File: src/hdl/cia_pkg.sv
// Shared constants, types and operation codes of the complex integer ALU.
// No dependencies; every other file of the block uses this package.
package cia_pkg;

  localparam int OPERAND_WIDTH = 16;
  localparam int RES_W         = 33;
  localparam int PROD_W        = 2 * OPERAND_WIDTH;
  localparam int QW            = PROD_W;
  localparam int QUEUE_DEPTH   = 4;
  localparam int QPTR_W        = $clog2(QUEUE_DEPTH);

  typedef enum logic [1:0] {
    OP_ADD = 2'd0,
    OP_SUB = 2'd1,
    OP_MUL = 2'd2,
    OP_DIV = 2'd3
  } op_t;

  typedef logic signed [OPERAND_WIDTH-1:0] operand_t;
  typedef logic signed [OPERAND_WIDTH:0]   ext_t;
  typedef logic signed [PROD_W-1:0]        prod_t;
  typedef logic signed [PROD_W:0]          sum_t;
  typedef logic signed [RES_W-1:0]         res_t;
  typedef logic        [QW-1:0]            mag_t;
  typedef logic signed [QW:0]              quo_t;
  typedef logic        [QPTR_W-1:0]        qptr_t;
  typedef logic        [QPTR_W:0]          qcount_t;

  // Classified word handed from the front end to the execution back end.
  typedef struct packed {
    op_t      op;
    logic     div_zero;
    operand_t a_real;
    operand_t a_imag;
    operand_t b_real;
    operand_t b_imag;
  } item_t;

endpackage

File: src/hdl/cia_queue.sv
// Small FIFO that decouples the front end from the execution back end.
// Depends on cia_pkg.
module cia_queue (
  input  logic            clk,
  input  logic            rst,
  input  cia_pkg::item_t  push_item,
  input  logic            push_valid,
  output logic            push_ready,
  output cia_pkg::item_t  pop_item,
  output logic            pop_valid,
  input  logic            pop_ready
);

  cia_pkg::item_t   entries [cia_pkg::QUEUE_DEPTH];
  cia_pkg::qptr_t   wr_ptr;
  cia_pkg::qptr_t   rd_ptr;
  cia_pkg::qcount_t count;
  logic             push;
  logic             pop;

  assign push_ready = (count != cia_pkg::qcount_t'(cia_pkg::QUEUE_DEPTH));
  assign pop_valid  = (count != '0);
  assign pop_item   = entries[rd_ptr];
  assign push       = push_valid && push_ready;
  assign pop        = pop_valid && pop_ready;

  always_ff @(posedge clk) begin
    if (rst) begin
      wr_ptr <= '0;
      rd_ptr <= '0;
      count  <= '0;
    end else begin
      if (push) begin
        wr_ptr <= wr_ptr + 1'b1;
      end
      if (pop) begin
        rd_ptr <= rd_ptr + 1'b1;
      end
      if (push && !pop) begin
        count <= count + 1'b1;
      end else if (pop && !push) begin
        count <= count - 1'b1;
      end
    end
  end

  always_ff @(posedge clk) begin
    if (push) begin
      entries[wr_ptr] <= push_item;
    end
  end

  a_count_bound: assert property (@(posedge clk) disable iff (rst)
    count <= cia_pkg::qcount_t'(cia_pkg::QUEUE_DEPTH))
    else $error("queue count above depth");

  a_ptr_match: assert property (@(posedge clk) disable iff (rst)
    cia_pkg::qptr_t'(wr_ptr - rd_ptr) == count[cia_pkg::QPTR_W-1:0])
    else $error("queue pointers disagree with count");

  a_pop_only: assert property (@(posedge clk) disable iff (rst)
    pop && !push |=> count == $past(count) - 1'b1)
    else $error("queue count did not drop on pop");

endmodule

File: config.mk
export PLATFORM = sky130hd
export DESIGN_NAME = cia_queue
export DESIGN_NICKNAME = d
export VERILOG_FILES = /design/src/hdl/cia_pkg.sv /design/src/hdl/cia_queue.sv
export SDC_FILE = /design/constraint.sdc
export NUM_CORES = 1
export LEC_CHECK = 0
export ABC_AREA = 1
export BUFFER_PORTS_ARGS = -buffer_cell sky130_fd_sc_hd__buf_4
export CORE_MARGIN = 1
export CORE_UTILIZATION = 36
export DETAILED_ROUTE_END_ITERATION = 7
export GPL_TIMING_DRIVEN = 1
export PLACE_DENSITY = 0.65
export SYNTH_ARGS = -nofsm -noshare
export SYNTH_HDL_FRONTEND = slang
export SYNTH_SLANG_ARGS = --single-unit
File: constraint.sdc
create_clock -name clk -period 8.6 [get_ports clk]
set_input_delay 0.43 -clock clk [delete_from_list [all_inputs] [get_ports clk]]
set_output_delay 0.43 -clock clk [all_outputs]
set_load 0.02 [all_outputs]
==> results.yml <==
logic_synthesis:
  netlist_area_um2: 10400
  synth_seq_cells: 277
  ys_warn_count: 0
  synthDistinctLibCells: 22
  syn_nets: 793
  syn_avg_cell_area_um2: 14.6
  seq_area_frac_synth: 0.790
  syn_inst: 716
placed_design:
  place_congestion: 0.717
  dpl.cell_count: 1197
  io_buffers: 139
  placed_cell_area_um2: 11700
  hpwlAfterDp_um: 11700
power_and_ir_drop:
  power_density_nw_per_um2: 314
  leakage_nw: 4.43
  peakVddDrop_mv: 0.288
  power_mw: 3.99
grt:
  gr-usage-all-layers: 0.148
  grt-ovfl-total: 0
  antenna_found_initial: 1
  grt_pass1_wl_um: 33100
  grt_max_degree: 135
  grt_pass1_vias: 6009
drt:
  first_pass_iters: 4
  drc: 0
  post_drt_wl_per_cell_um: 17.8
  vias: 6158
  vias_per_cell: 4.92
  drtAntennaViolNets: 0
  drt-total-wl_um: 22200
  drt_iter0_markers: 355
sta:
  final-hold-violation-count: 0
  slew_headroom: 0.342
  finalSetupTns_ns: 0
  clock_skew_ns: 0.00758
  timing.final.crit_share: 0.392
  min_period_ns: 3.37
  drv_slew: 0
  max_freq_ghz: 0.297
  worstMarginPinSlew_ns: 0.986
  rsz0062_at_grt: "false"
  setup_viol: 0
worst_setup_path:
  cp_cell_sequence: "buf_4, inv_2, buf_4, o21ai_0, o22ai_1, buf_4"
  r2r-end: "entries[3][32]$_DFFE_PP_"
  crit_path_end_kind: "output port"
  crit_fanout: 68
  reg2reg_from: "count[0]$_SDFFE_PP0P_"
  required_ns: 8.17
  crit_family: "buffers and inverters"
  critPathLaunchType: "flop"
  worst-path-stages: 6
  setup.worst_path.end: "pop_item[7]"
  max_stage_delay_ns: 0.57
  arrival_ns: 2.94
  critPathSlowestCell: "buf_4"
  r2r_cells: 5
  reg2reg_slack_ns: 5.89
  path_buf_inv: 4
  cpMostUsedCell: "buf_4"
  worstSetupPathType: "flop to output port"
cts:
  htree_levels: 1
  clock-root-buffer: "clkbuf_16"
  cts_hold_buf: 0
  post_cts_buffers: 0
  cts_tree: "yes"
  cts_buffer_depth: 3
  ctsResizeCount: 0
  cts_buffers: 29
  clk_pin_slew_ns: 0.07
  clock_latency_ns: 0.54
  cts_sinks: 277
die:
  io-pin-count: 140
  die-area_um2: 29600
  start_util: 0.370
  row_count: 61
  core-area_um2: 28200
  die_y_um: 172
  die_width_um: 172
finish:
  multi_input_area_um2: 1870
  nFillCells: 2506
  area_growth_pct: 22.0
  fin_cells: 1252
  fin_nets: 927
  seq_area_um2: 8230
  drive_above_1_share: 0.223
  stdcell_area_um2: 12700
job:
  maxCapViolCount: 0
worst_hold_path:
  hold_path.class: "input port to flop"
run_status:
  status: "complete, no violations"
## worst min-delay path by stage
stage                                      start                       end  slack [ns]  cells past startpoint
after floorplan           rd_ptr[1]$_SDFFE_PP0P_                      flop        0.46                      2
after global placement    rd_ptr[0]$_SDFFE_PP0P_                      flop        0.48                      2
after detailed placement  rd_ptr[0]$_SDFFE_PP0P_                      flop        0.50                      2
after CTS                          push_item[51]  entries[3][51]$_DFFE_PP_        0.05                      1
after global routing               push_item[22]  entries[3][22]$_DFFE_PP_        0.06                      1
final                              push_item[21]  entries[1][21]$_DFFE_PP_        0.08                      1
## cells in the mapped netlist
library cell	number	area (µm²)
nand2_1	15	56.3
nand3b_1	1	7.51
a21oi_1	3	15.0
o21ai_0	132	661
edfxtp_1	268	8050
dfxtp_1	9	180
o22ai_1	67	419
clkbuf_2	7	35.0
buf_8	1	15.0
o21ai_1	3	15.0
ha_1	5	62.6
fa_1	1	20.0
buf_6	10	113
clkbuf_4	3	22.5
nand3_1	4	20.0
buf_2	14	70.1
xor2_1	1	8.76
inv_6	1	8.76
inv_2	1	3.75
inv_1	14	52.6
clkbuf_1	8	30.0
nor2_1	148	556
## routing by layer
layer / vias to the layer above / GRT usage / part of all wire
li1: 2942 / - / -
met1: 3026 / 0.190 / 0.44
met2: 161 / 0.252 / 0.48
met3: 29 / 0.0325 / 0.060
met4: 0 / 0.0385 / 0.021
met5: - / 0 / 0
## placed cells by master (no fill, tap or decap), types with 5 or more instances in the layout
cell	netlist	final
edfxtp_1	268	268
clkinv_1	0	8
inv_1	14	14
ha_1	5	5
o21ai_0	132	132
o22ai_1	67	67
clkbuf_16	0	29
nand2_1	15	15
buf_4	0	146
dfxtp_1	9	7
bufinv_16	0	5
clkbuf_1	8	5
nor2_1	148	144
clkinv_2	0	5
## cells by family after synthesis
logic type | share of synthesized area
and+or+nand+nor | 0.0614
adders and majority gates | 0.00793
DFF | 0.790
xor gates and xnor gates | 0.000841
buffers and inverters | 0.0336
AOI/OAI and AO/OA | 0.107
## stage by stage
stage / hold WS, ns / utilization / setup slack (ns)
floorplan: 0.459 / - / 4.49
global placement: 0.478 / 0.417 / 5.83
detailed placement: 0.501 / 0.417 / 5.80
CTS: 0.0525 / 0.451 / 5.19
global route: 0.0583 / 0.451 / 5.05
finish: 0.0817 / 0.451 / 5.23
## sequential cells by signal, indices dropped and copies added, names as in the netlist, named ones only
signal and flops:
entries 268, wr_ptr 2, count 3, rd_ptr 2
## cell type report
type | instances | area share
antenna | 1 | 0.000197
clock buffer | 34 | 0.0586
clock inverter | 20 | 0.0174
inverter | 16 | 0.00512
multi-input combinational | 380 | 0.147
sequential | 277 | 0.648
tap | 378 | 0.0372
timing repair buffer | 146 | 0.0863
## where the power goes
part	internal, mW	total, mW	switching [mW]
clock	0.765	1.25	0.490
combinational	0.357	1.03	0.668
sequential	1.64	1.71	0.0660
total	2.76	3.99	1.22
No activity file was read; power rests on OpenSTA's default activity.
