--- config.mk ---
export PLATFORM = sky130hd
export DESIGN_NAME = cia_front_flat
export DESIGN_NICKNAME = d
export VERILOG_FILES = /design/src/hdl/cia_pkg.sv /design/src/hdl/cia_if.sv /design/src/hdl/cia_front.sv /design/src/flat_wrapper.sv
export SDC_FILE = /design/constraint.sdc
export NUM_CORES = 1
export LEC_CHECK = 0
export ABC_AREA = 1
export BUFFER_PORTS_ARGS = -buffer_cell sky130_fd_sc_hd__buf_2
export CAP_MARGIN = 20
export CORE_ASPECT_RATIO = 0.75
export CORE_MARGIN = 8
export CORE_UTILIZATION = 41
export DETAILED_ROUTE_END_ITERATION = 12
export HOLD_SLACK_MARGIN = 0.12
export PLACE_DENSITY = 0.78
export SLEW_MARGIN = 5
export SYNTH_ARGS = -nofsm -noshare
export SYNTH_HDL_FRONTEND = slang
export SYNTH_SLANG_ARGS = --single-unit
--- constraint.sdc ---
create_clock -name clk -period 5.9 [get_ports clk]
set_input_delay 1.18 -clock clk [delete_from_list [all_inputs] [get_ports clk]]
set_output_delay 1.18 -clock clk [all_outputs]
set_load 0.01 [all_outputs]
--- src/hdl/cia_pkg.sv ---
// Shared constants, types and operation codes of the complex integer ALU.
// No dependencies; every other file of the block uses this package.
package cia_pkg;

  localparam int OPERAND_WIDTH = 16;
  localparam int RES_W         = 33;
  localparam int PROD_W        = 2 * OPERAND_WIDTH;
  localparam int QW            = PROD_W;
  localparam int QUEUE_DEPTH   = 4;
  localparam int QPTR_W        = $clog2(QUEUE_DEPTH);

  typedef enum logic [1:0] {
    OP_ADD = 2'd0,
    OP_SUB = 2'd1,
    OP_MUL = 2'd2,
    OP_DIV = 2'd3
  } op_t;

  typedef logic signed [OPERAND_WIDTH-1:0] operand_t;
  typedef logic signed [OPERAND_WIDTH:0]   ext_t;
  typedef logic signed [PROD_W-1:0]        prod_t;
  typedef logic signed [PROD_W:0]          sum_t;
  typedef logic signed [RES_W-1:0]         res_t;
  typedef logic        [QW-1:0]            mag_t;
  typedef logic signed [QW:0]              quo_t;
  typedef logic        [QPTR_W-1:0]        qptr_t;
  typedef logic        [QPTR_W:0]          qcount_t;

  // Classified word handed from the front end to the execution back end.
  typedef struct packed {
    op_t      op;
    logic     div_zero;
    operand_t a_real;
    operand_t a_imag;
    operand_t b_real;
    operand_t b_imag;
  } item_t;

endpackage

--- src/hdl/cia_if.sv ---
// Valid/ready channel interfaces of the complex integer ALU.
// Depends on cia_pkg for the operand and result types.
interface cia_in_if;
  logic              valid;
  logic              ready;
  logic [1:0]        action;
  cia_pkg::operand_t a_real;
  cia_pkg::operand_t a_imag;
  cia_pkg::operand_t b_real;
  cia_pkg::operand_t b_imag;

  modport source (output valid, action, a_real, a_imag, b_real, b_imag, input ready);
  modport sink   (input valid, action, a_real, a_imag, b_real, b_imag, output ready);
endinterface


--- src/hdl/cia_front.sv ---
// Front end: accepts operand words, decodes the operation and flags a zero divisor.
// Depends on cia_pkg and cia_if.
module cia_front (
  input  logic            clk,
  input  logic            rst,
  cia_in_if.sink          operands,
  output cia_pkg::item_t  item,
  output logic            item_valid,
  input  logic            item_ready
);

  cia_pkg::item_t item_next;

  assign operands.ready = !item_valid || item_ready;

  always_comb begin
    item_next.op       = cia_pkg::op_t'(operands.action);
    item_next.a_real   = operands.a_real;
    item_next.a_imag   = operands.a_imag;
    item_next.b_real   = operands.b_real;
    item_next.b_imag   = operands.b_imag;
    item_next.div_zero = (item_next.op == cia_pkg::OP_DIV) &&
                         (operands.b_real == '0) && (operands.b_imag == '0);
  end

  always_ff @(posedge clk) begin
    if (rst) begin
      item_valid <= 1'b0;
    end else if (operands.ready) begin
      item_valid <= operands.valid;
    end
  end

  always_ff @(posedge clk) begin
    if (operands.valid && operands.ready) begin
      item <= item_next;
    end
  end

endmodule

--- src/flat_wrapper.sv ---
// flat-port wrapper written by rule: the top's interface ports become plain ports
module cia_front_flat 
  (clk, rst, item, item_valid, item_ready, operands_valid, operands_action, operands_a_real, operands_a_imag, operands_b_real, operands_b_imag, operands_ready);
  cia_in_if operands_i ();
  input  logic clk;
  input  logic rst;
  output cia_pkg::item_t item;
  output logic item_valid;
  input  logic item_ready;
  input wire logic [$bits(operands_i.valid)-1:0] operands_valid;
  input wire logic [$bits(operands_i.action)-1:0] operands_action;
  input wire logic [$bits(operands_i.a_real)-1:0] operands_a_real;
  input wire logic [$bits(operands_i.a_imag)-1:0] operands_a_imag;
  input wire logic [$bits(operands_i.b_real)-1:0] operands_b_real;
  input wire logic [$bits(operands_i.b_imag)-1:0] operands_b_imag;
  output wire logic [$bits(operands_i.ready)-1:0] operands_ready;
  assign operands_i.valid = operands_valid;
  assign operands_i.action = operands_action;
  assign operands_i.a_real = operands_a_real;
  assign operands_i.a_imag = operands_a_imag;
  assign operands_i.b_real = operands_b_real;
  assign operands_i.b_imag = operands_b_imag;
  assign operands_ready = operands_i.ready;
  cia_front u_core (.clk(clk), .rst(rst), .operands(operands_i), .item(item), .item_valid(item_valid), .item_ready(item_ready));
endmodule
==> flow_metrics.tcl, run 1 <==
set metrics [dict create \
    finalSetupTns_ns 0 \
    cp-end-kind "primary output" \
    root_buffer "clkbuf_8" \
    drv_cap 0 \
    grt.met3_usage 0.06812 \
    ys_top_cells_by_area "edfxtp_1 93%, nor2_1 3.6%, nand2_1 1.6%" \
    p_leak_uw 0.001365 \
    antennaDiodeCount 0 \
    worstPathCellList "buf_2, inv_1, nand2_1, buf_2" \
    ant_nets 0 \
    gp_congestion 0.7126 \
    critPathSlowestCell "buf_2" \
    finalMaxSlewViolations 0 \
    antenna_found_initial 0 \
    yosysMostFrequentCell "edfxtp_1" \
    ys_warn_count 0 \
    syn-cell-area_sq_um 2172 \
    yosysUniqueCellTypes 7 \
    clk_latency_ns 0.33 \
    cts-htree-levels 3 \
    path_clk_slew_ns 0.06 \
    async_reset_ff_frac 0 \
    finalHoldViolCount 0 \
    drt_iter0_drc 55 \
    die_area_sq_um 7907 \
    io_buffers 138 \
    io_pins 139 \
    hpwl_mm 4.262 \
    clock_skew_ns 0.005390 \
    core_sq_um 5238 \
    hold_buffers 0 \
    status "finished clean" \
    ctsResizeCount 0 \
    synth_edf_count 67 \
    drive_gt1_frac 0.5985 \
    grt_overflow 0 \
    path_class "in2out" \
    ys_seq_area_frac 0.9355 \
    ir_worst_vdd_mv 0.1380 \
    synth_top_flop_cell "edfxtp_1" \
    final_util 0.6094 \
    wire_per_inst_microns 16.25 \
    synth_nets 174 \
    rows 23 \
    critPathMaxFanout 2 \
    vias 1431 \
    synth_common_cells "67 x edfxtp_1, 21 x nor2_1, 9 x nand2_1" \
    die_w_microns 100.0 \
    clk_path_buf_depth 2 \
    crit_arrival_ns 1.62 \
    drc 0 \
    area_growth_pct 46.95 \
    die-height_microns 79.04 \
    powerDensity_nw_per_um2 332.1 \
    slew_headroom 0.4552 \
    yosys.area.top_type "edfxtp_1" \
    rsz0062_at_grt "false" \
    drt_wl_total_mm 5.427 \
    synth_seq_cells 68 \
    grt_use_met2 0.2312 \
    max_stage_delay_ns 0.15 \
    top_usage_layer "met2" \
    grt_pass1_vias 1464 \
    hold_ws_ns 0.5474 \
    yosysTopAreaCellShare 0.9263 \
    holdCritPathClass "reg2reg" \
    finalSetupViolCount 0 \
    avgViaCountPerCell 4.284 \
    synth.avg_cell_area_sq_um 20.89 \
    numCtsBuffers 9 \
    cp-start-kind "input port" \
    grt_max_degree 68 \
    critPathRequiredTime_ns 4.72 \
    drt-pass1-iter-count 4 \
    critPathTopFamily "buffers and inverters" \
    grt_pass1_wl_mm 7.990 \
    path_buf_inv 3 \
    period_minus_slack_ns 2.803 \
    worst_pin_slew_ns 0.8172 \
    worst_path_most_repeated_cell "buf_2" \
    cts_tree "done" \
    fin_crit_sh 0.4750 \
    max_clock_freq_mhz 356.8 \
    grt_usage 0.1391 \
    nets 324 \
    start_util 0.4147 \
    post-cts-setup-buffers 0 \
    use_met1 0.1389 \
    netlist_instances 104 \
    cts.sinks 68 \
]
-- power breakdown --
| part | leakage, uW | internal [uW] | switching (uW) |
|---|---|---|---|
| Clock | 0.000102 | 238 | 167 |
| Sequential | 0.000657 | 564 | 6.30 |
| Combinational | 0.000606 | 36.2 | 48.2 |
-- kinds of logic (layout without fill, tap and decap cells) --
group / Yosys count / after routing / share of synthesized area
compound gates: 2 / 2 / 0.004608
buf+inv: 2 / 157 / 0.003458
flops: 68 / 68 / 0.9355
simple gates: 32 / 32 / 0.05645
-- area by class of cell --
type / instances / area, sq um
Clock buffer: 10 / 127.6
Clock inverter: 6 / 88.84
Multi-Input combinational cell: 34 / 143.9
Tap cell: 75 / 93.84
Timing Repair Buffer: 139 / 698.2
Inverter: 2 / 7.507
Fill cell: 413 / 2046
Sequential cell: 68 / 2032
-- metal layers --
| metal | share of wire | vias up |
|---|---|---|
| met2 | 0.50 | 82 |
| met5 | 0 | - |
| li1 | - | 687 |
| met3 | 0.10 | 10 |
| met1 | 0.38 | 652 |
| met4 | 0.017 | 0 |
-- worst reg2reg max path, stage by stage (launching register included) --
cell	delay (ns)
dfxtp_1	0.35
a21oi_4	0.14
buf_4	0.65
-- worst paths after layout --
path / slack, ns / to / cells past startpoint / startpoint
max: 3.10 / operands_ready / 4 / item_ready
min: 0.55 / u_core.item_valid / 2 / u_core.item_valid
max reg2reg: 4.36 / u_core.item[14] / 2 / u_core.item_valid
min reg2reg: 0.55 / u_core.item_valid / 2 / u_core.item_valid
-- metrics by stage --
stage / worst slack (ns) / instance area, sq um / power [uW] / instances
after floorplan: 0.9142 / 2172 / 612.8 / 104
after global placement: 3.145 / 2975 / 664.5 / 318
after detailed placement: 3.098 / 2975 / 668.1 / 318
after CTS: 3.099 / 3192 / 1076 / 334
after global routing: 3.067 / 3192 / 1102 / 334
final: 3.097 / 3192 / 1060 / 334
-- sequential cells by signal, indices dropped and copies added, names as in the netlist --
| register | cells |
|---|---|
| u_core.item_valid | 1 |
| u_core.item | 67 |
-- layout by cell type (no fill, tap or decap) --
cell type / count
dfxtp_1: 1
buf_4: 1
inv_1: 2
bufinv_16: 2
clkbuf_1: 1
clkinvlp_4: 2
a21oi_1: 1
nand2_1: 9
buf_2: 138
nor2_1: 21
edfxtp_1: 67
clkinv_2: 1
nand3_1: 2
clkbuf_8: 9
clkinv_4: 1
a21oi_4: 1
Power figures use the tool's default switching activity.
==> run 2, diff against run 1 <==
Settings changed: ABC_AREA 1 to 0, CORE_UTILIZATION 41 to 37, PLACE_DENSITY 0.78 to 0.74.
Clock period 5.9 ns to 2.3 ns, I/O delays scaled along.
==> flow_metrics.tcl, run 2 <==
set metrics [dict create \
    period_minus_slack_ns 1.359 \
    io_buffers 138 \
    antennaDiodeCount 0 \
    clk_latency_ns 0.33 \
    grt_usage 0.1338 \
    largest_reg_flops 67 \
    synth.avg_cell_area_sq_um 24.91 \
    synth_common_cells "67 x edfxtp_1, 6 x nor4_1, 2 x nand2_1, 2 x nor2_1, 2 x nor4_2" \
    critPathMaxFanout 3 \
    hpwl_mm 4.409 \
    synth_seq_cells 68 \
    reg2reg_from "u_core.item_valid" \
    ys_seq_area_frac 0.9486 \
    dpl_worst_slack_ns 0.7729 \
    cellInternalPower_uw 2368 \
    drt-pass1-iter-count 4 \
    r2r_cells 3 \
    ys_warn_count 0 \
    grt_pass1_wl_mm 8.438 \
    crit_arrival_ns 0.90 \
    gp_congestion 0.7283 \
    clock_skew_ns 0.006121 \
    holdCritPathClass "in2reg" \
    critPathLaunch "u_core.item_valid" \
    p_sw_uw 568.3 \
    yosysMostFrequentCell "edfxtp_1" \
    cts.sinks 68 \
    drt_wl_total_mm 5.564 \
    yosysUniqueCellTypes 12 \
    rows 24 \
    root_buffer "clkbuf_8" \
    synth_nets 156 \
    finalSetupViolCount 0 \
    drc 0 \
    drt_iter0_drc 90 \
    fin_crit_sh 0.5908 \
    grt_pass1_vias 1601 \
    fillCellCount 469 \
    post-cts-setup-buffers 0 \
    cp-start-kind "flip-flop" \
    syn-cell-area_sq_um 2142 \
    clkPwrFrac 0.428 \
    path_clk_slew_ns 0.07 \
    grt_max_degree 68 \
    final_util 0.5632 \
    swShare 0.1935 \
    synth_top_flop_cell "edfxtp_1" \
    max_clock_freq_mhz 735.9 \
    finalHoldViolCount 0 \
    grt_overflow 0 \
    rsz0062_at_grt "false" \
    combPwrFrac 0.074 \
    final_common_cell "buf_2" \
    finalMaxSlewViolations 0 \
    crit-reg2reg-capture "u_core.item[22]" \
    yosysTopAreaCellShare 0.9393 \
    cp-end-kind "primary output" \
    clk_path_buf_depth 2 \
    slew_headroom 0.7747 \
    crit_end "operands_ready" \
    ir_worst_vdd_mv 0.4667 \
    p_total_uw 2936 \
    critPathRequiredTime_ns 1.84 \
    yosys.area.top_type "edfxtp_1" \
    hold_buffers 0 \
    ctsResizeCount 0 \
    nets 306 \
    area_growth_pct 50.00 \
    path_class "reg2out" \
    final_cell_mix "138 x buf_2, 67 x edfxtp_1, 9 x clkbuf_8, 6 x nor4_1, 4 x bufinv_16" \
    drv_cap 0 \
    top_register "u_core.item" \
    wire_per_inst_microns 17.50 \
    die_area_sq_um 8506 \
    vias 1379 \
    drive_gt1_frac 0.6542 \
    powerDensity_nw_per_um2 913.9 \
    die_w_microns 103.9 \
    reg_top3 "u_core.item: 67 flops, u_core.item_valid: 1 flops" \
    cts-htree-levels 3 \
    netlist_instances 86 \
    numCtsBuffers 9 \
    ys_top_cells_by_area "edfxtp_1 94%, nor4_1 1.8%, nor4_2 1.2%" \
    reg2reg_setup_slack_ns 1.05 \
    layout_setup_ws_ns 0.9411 \
    die-height_microns 81.90 \
    start_util 0.3754 \
    core_sq_um 5705 \
    cts_tree "done" \
    async_reset_ff_frac 0 \
    worst_pin_slew_ns 0.3379 \
    antenna_found_initial 0 \
    avgViaCountPerCell 4.336 \
    ant_nets 0 \
    status "finished clean" \
    p_seq_frac 0.498 \
    finalSetupTns_ns 0 \
    synth_edf_count 67 \
    p_leak_uw 0.001358 \
    io_pins 139 \
]
[run 2: area by class of cell]
cell class / instances / area (sq um) / area share
Sequential cell: 68 / 2032 / 0.6324
Clock inverter: 6 / 137.6 / 0.04283
Multi-Input combinational cell: 17 / 107.6 / 0.03349
Tap cell: 78 / 97.59 / 0.03037
Inverter: 1 / 3.754 / 0.001168
Clock buffer: 9 / 123.9 / 0.03855
Timing Repair Buffer: 139 / 710.7 / 0.2212
[run 2: worst max-delay path, stage by stage (launching register included)]
cell and delay (ns):
dfxtp_1 0.33, nand2b_1 0.09, buf_2 0.15
[run 2: cell families (layout without fill, tap and decap cells)]
| logic type | after synthesis | count (layout) | share of synthesized area |
|---|---|---|---|
| flops | 68 | 68 | 0.9486 |
| simple gates | 16 | 16 | 0.04732 |
| compound gates | 1 | 1 | 0.002334 |
| buf+inv | 1 | 155 | 0.001751 |
[run 2: metrics by stage]
| stage | hold WS [ns] | instance area [sq um] | cells |
|---|---|---|---|
| detailed placement | 0.5187 | 2952 | 303 |
| global route | 0.2523 | 3213 | 318 |
| floorplan | 0.5291 | 2143 | 86 |
| finish | 0.2778 | 3213 | 318 |
| global placement | 0.4869 | 2952 | 303 |
| CTS | 0.2506 | 3213 | 318 |
[run 2: worst min-delay path by stage]
stage,startpoint,end,cells past startpoint
2_1_floorplan,rst,u_core.item_valid,1
3_3_place_gp,u_core.item_valid,u_core.item_valid,2
3_5_place_dp,u_core.item_valid,u_core.item_valid,2
4_1_cts,rst,u_core.item_valid,2
5_1_grt,rst,u_core.item_valid,2
6_report,rst,u_core.item_valid,2
[run 2: power groups by stage]
stage	clock network, uW	registers, uW	logic [uW]
4_1_cts	1290	1460	224
3_5_place_dp	0	1490	224
3_3_place_gp	0	1490	219
5_1_grt	1340	1470	238
6_report	1260	1460	218
2_1_floorplan	0	1530	27.4
[run 2: per-layer routing]
layer	wire length [microns]	GRT usage	up-vias
met5	0	0	-
met3	854	0.1113	6
met1	1889	0.1227	637
met2	2753	0.2203	88
met4	65	0.04748	0
li1	-	-	648
==> run 3, diff against run 2 <==
Settings changed: ABC_AREA 0 to 1, CORE_UTILIZATION 37 to 41, PLACE_DENSITY 0.74 to 0.78.
Clock period 2.3 ns to 1.3 ns, I/O delays scaled along.
==> flow_metrics.tcl, run 3 (synthesis gave the netlist of run 1 again) <==
set metrics [dict create \
    status "finished clean" \
    drt-pass1-iter-count 4 \
    drc 0 \
    avgViaCountPerCell 4.418 \
    p_sw_uw 1099 \
    drt_iter0_drc 92 \
    finalSetupViolCount 0 \
    hold_ws_ns 0.2359 \
    cts.sinks 68 \
    p_leak_uw 0.001673 \
    start_util 0.4147 \
    post-cts-setup-buffers 0 \
    ant_nets 0 \
    slew_headroom 0.8700 \
    reg2reg_from "u_core.item_valid" \
    fin_crit_sh 0.9673 \
    powerDensity_nw_per_um2 1337 \
    largest_reg_flops 67 \
    root_buffer "clkbuf_8" \
    grt_pass1_wl_mm 10.67 \
    worst_pin_slew_ns 0.1945 \
    final_common_cell "buf_2" \
    antennaDiodeCount 0 \
    numCtsBuffers 9 \
    cp-start-kind "input port" \
    multiInputGateArea_sq_um 148.9 \
    wire_per_inst_microns 17.90 \
    vias 1776 \
    grt_pass1_vias 1988 \
    combPwrFrac 0.110 \
    io_buffers 138 \
    clock_skew_ns 0.004467 \
    die_w_microns 100.0 \
    fillCellCount 321 \
    max_clock_freq_mhz 795.2 \
    finalMaxSlewViolations 0 \
    area_growth_pct 80.65 \
    critPathLaunch "operands_b_imag[2]" \
    top_register "u_core.item" \
    io_pins 139 \
    cp-end-kind "flip-flop" \
    grt_usage 0.1829 \
    path_clk_slew_ns 0.07 \
    clk_latency_ns 0.34 \
    antenna_found_initial 0 \
    critPathRequiredTime_ns 1.50 \
    clk_path_buf_depth 2 \
    ir_worst_vdd_mv 0.7968 \
    drt_wl_total_mm 7.194 \
    grt_overflow 0 \
    cts_tree "done" \
    hold_start "operands_valid" \
    core_sq_um 5238 \
    swShare 0.2095 \
    finalSetupTns_ns 0 \
    rsz0062_at_grt "false" \
    final_cell_mix "138 x buf_2, 67 x dlygate4sd3_1, 67 x edfxtp_1, 19 x nor2_1" \
    hpwl_mm 4.330 \
    cellInternalPower_uw 4147 \
    period_minus_slack_ns 1.258 \
    grt_max_degree 39 \
    nets 392 \
    drv_cap 0 \
    path_class "in2reg" \
    seq_area_sq_um 2033 \
    reg_top3 "u_core.item: 67 flops, u_core.item_valid: 1 flops" \
    cts-htree-levels 3 \
    holdCritPathClass "in2reg" \
    die_area_sq_um 7907 \
    place_area_sq_um 3009 \
    rows 23 \
    drive_gt1_frac 0.4862 \
    design_area_sq_um 3924 \
    p_total_uw 5246 \
    p_seq_frac 0.494 \
    finalHoldViolCount 0 \
    die-height_microns 79.04 \
    critPathMaxFanout 2 \
    clkPwrFrac 0.395 \
    gp_congestion 0.7088 \
    crit_arrival_ns 1.46 \
]
[run 3: layout make-up]
class | instances | share of cell area
Sequential cell | 68 | 0.5182
Timing Repair Buffer | 207 | 0.3571
Tap cell | 75 | 0.02392
Multi-Input combinational cell | 34 | 0.03795
Clock buffer | 10 | 0.03253
Inverter | 2 | 0.001913
Clock inverter | 6 | 0.02838
[run 3: layer usage]
metal	GRT usage	share of wire	wire, microns
met1	0.1827	0.36	2588
met3	0.08384	0.11	793
met5	0	0	0
met2	0.3262	0.52	3714
met4	0.07218	0.013	97
[run 3: worst max-delay path, cell delays in order]
cell	delay (ns)
dlygate4sd3_1	0.54
buf_2	0.13
nor2_1	0.09
nand2_1	0.09
nor2_2	0.14
nand3_1	0.12
nor2_1	0.10
[run 3: worst paths after layout]
check | to | slack (ns) | depth (start not counted)
setup / recovery | u_core.item[64] | 0.04 | 7
hold / removal | u_core.item_valid | 0.24 | 3
hold reg to reg | u_core.item_valid | 0.53 | 2
setup reg to reg | u_core.item[45] | 0.21 | 2
[run 3: timing repair]
item                                    4_1_cts  5_1_grt
hold buffers                                 67        0
gates resized for setup                       0        2
endpoints found under the hold margin        67        0
endpoints found under the setup margin        0        1
[run 3: metrics by stage]
step / std cells / utilization / worst slack, ns
2_1_floorplan: 104 / - / -0.6100
3_3_place_gp: 319 / 0.5745 / 0.1180
3_5_place_dp: 319 / 0.5745 / 0.08751
4_1_cts: 402 / 0.7482 / 0.04132
5_1_grt: 402 / 0.7492 / 0.001385
6_report: 402 / 0.7492 / 0.04248
[run 3: power groups by stage]
stage | combinational, uW | sequential [uW] | clock (uW)
3_5_place_dp | 410 | 2640 | 0
4_1_cts | 568 | 2590 | 2100
6_report | 578 | 2590 | 2070
5_1_grt | 620 | 2610 | 2190
2_1_floorplan | 59.7 | 2720 | 0
3_3_place_gp | 399 | 2630 | 0
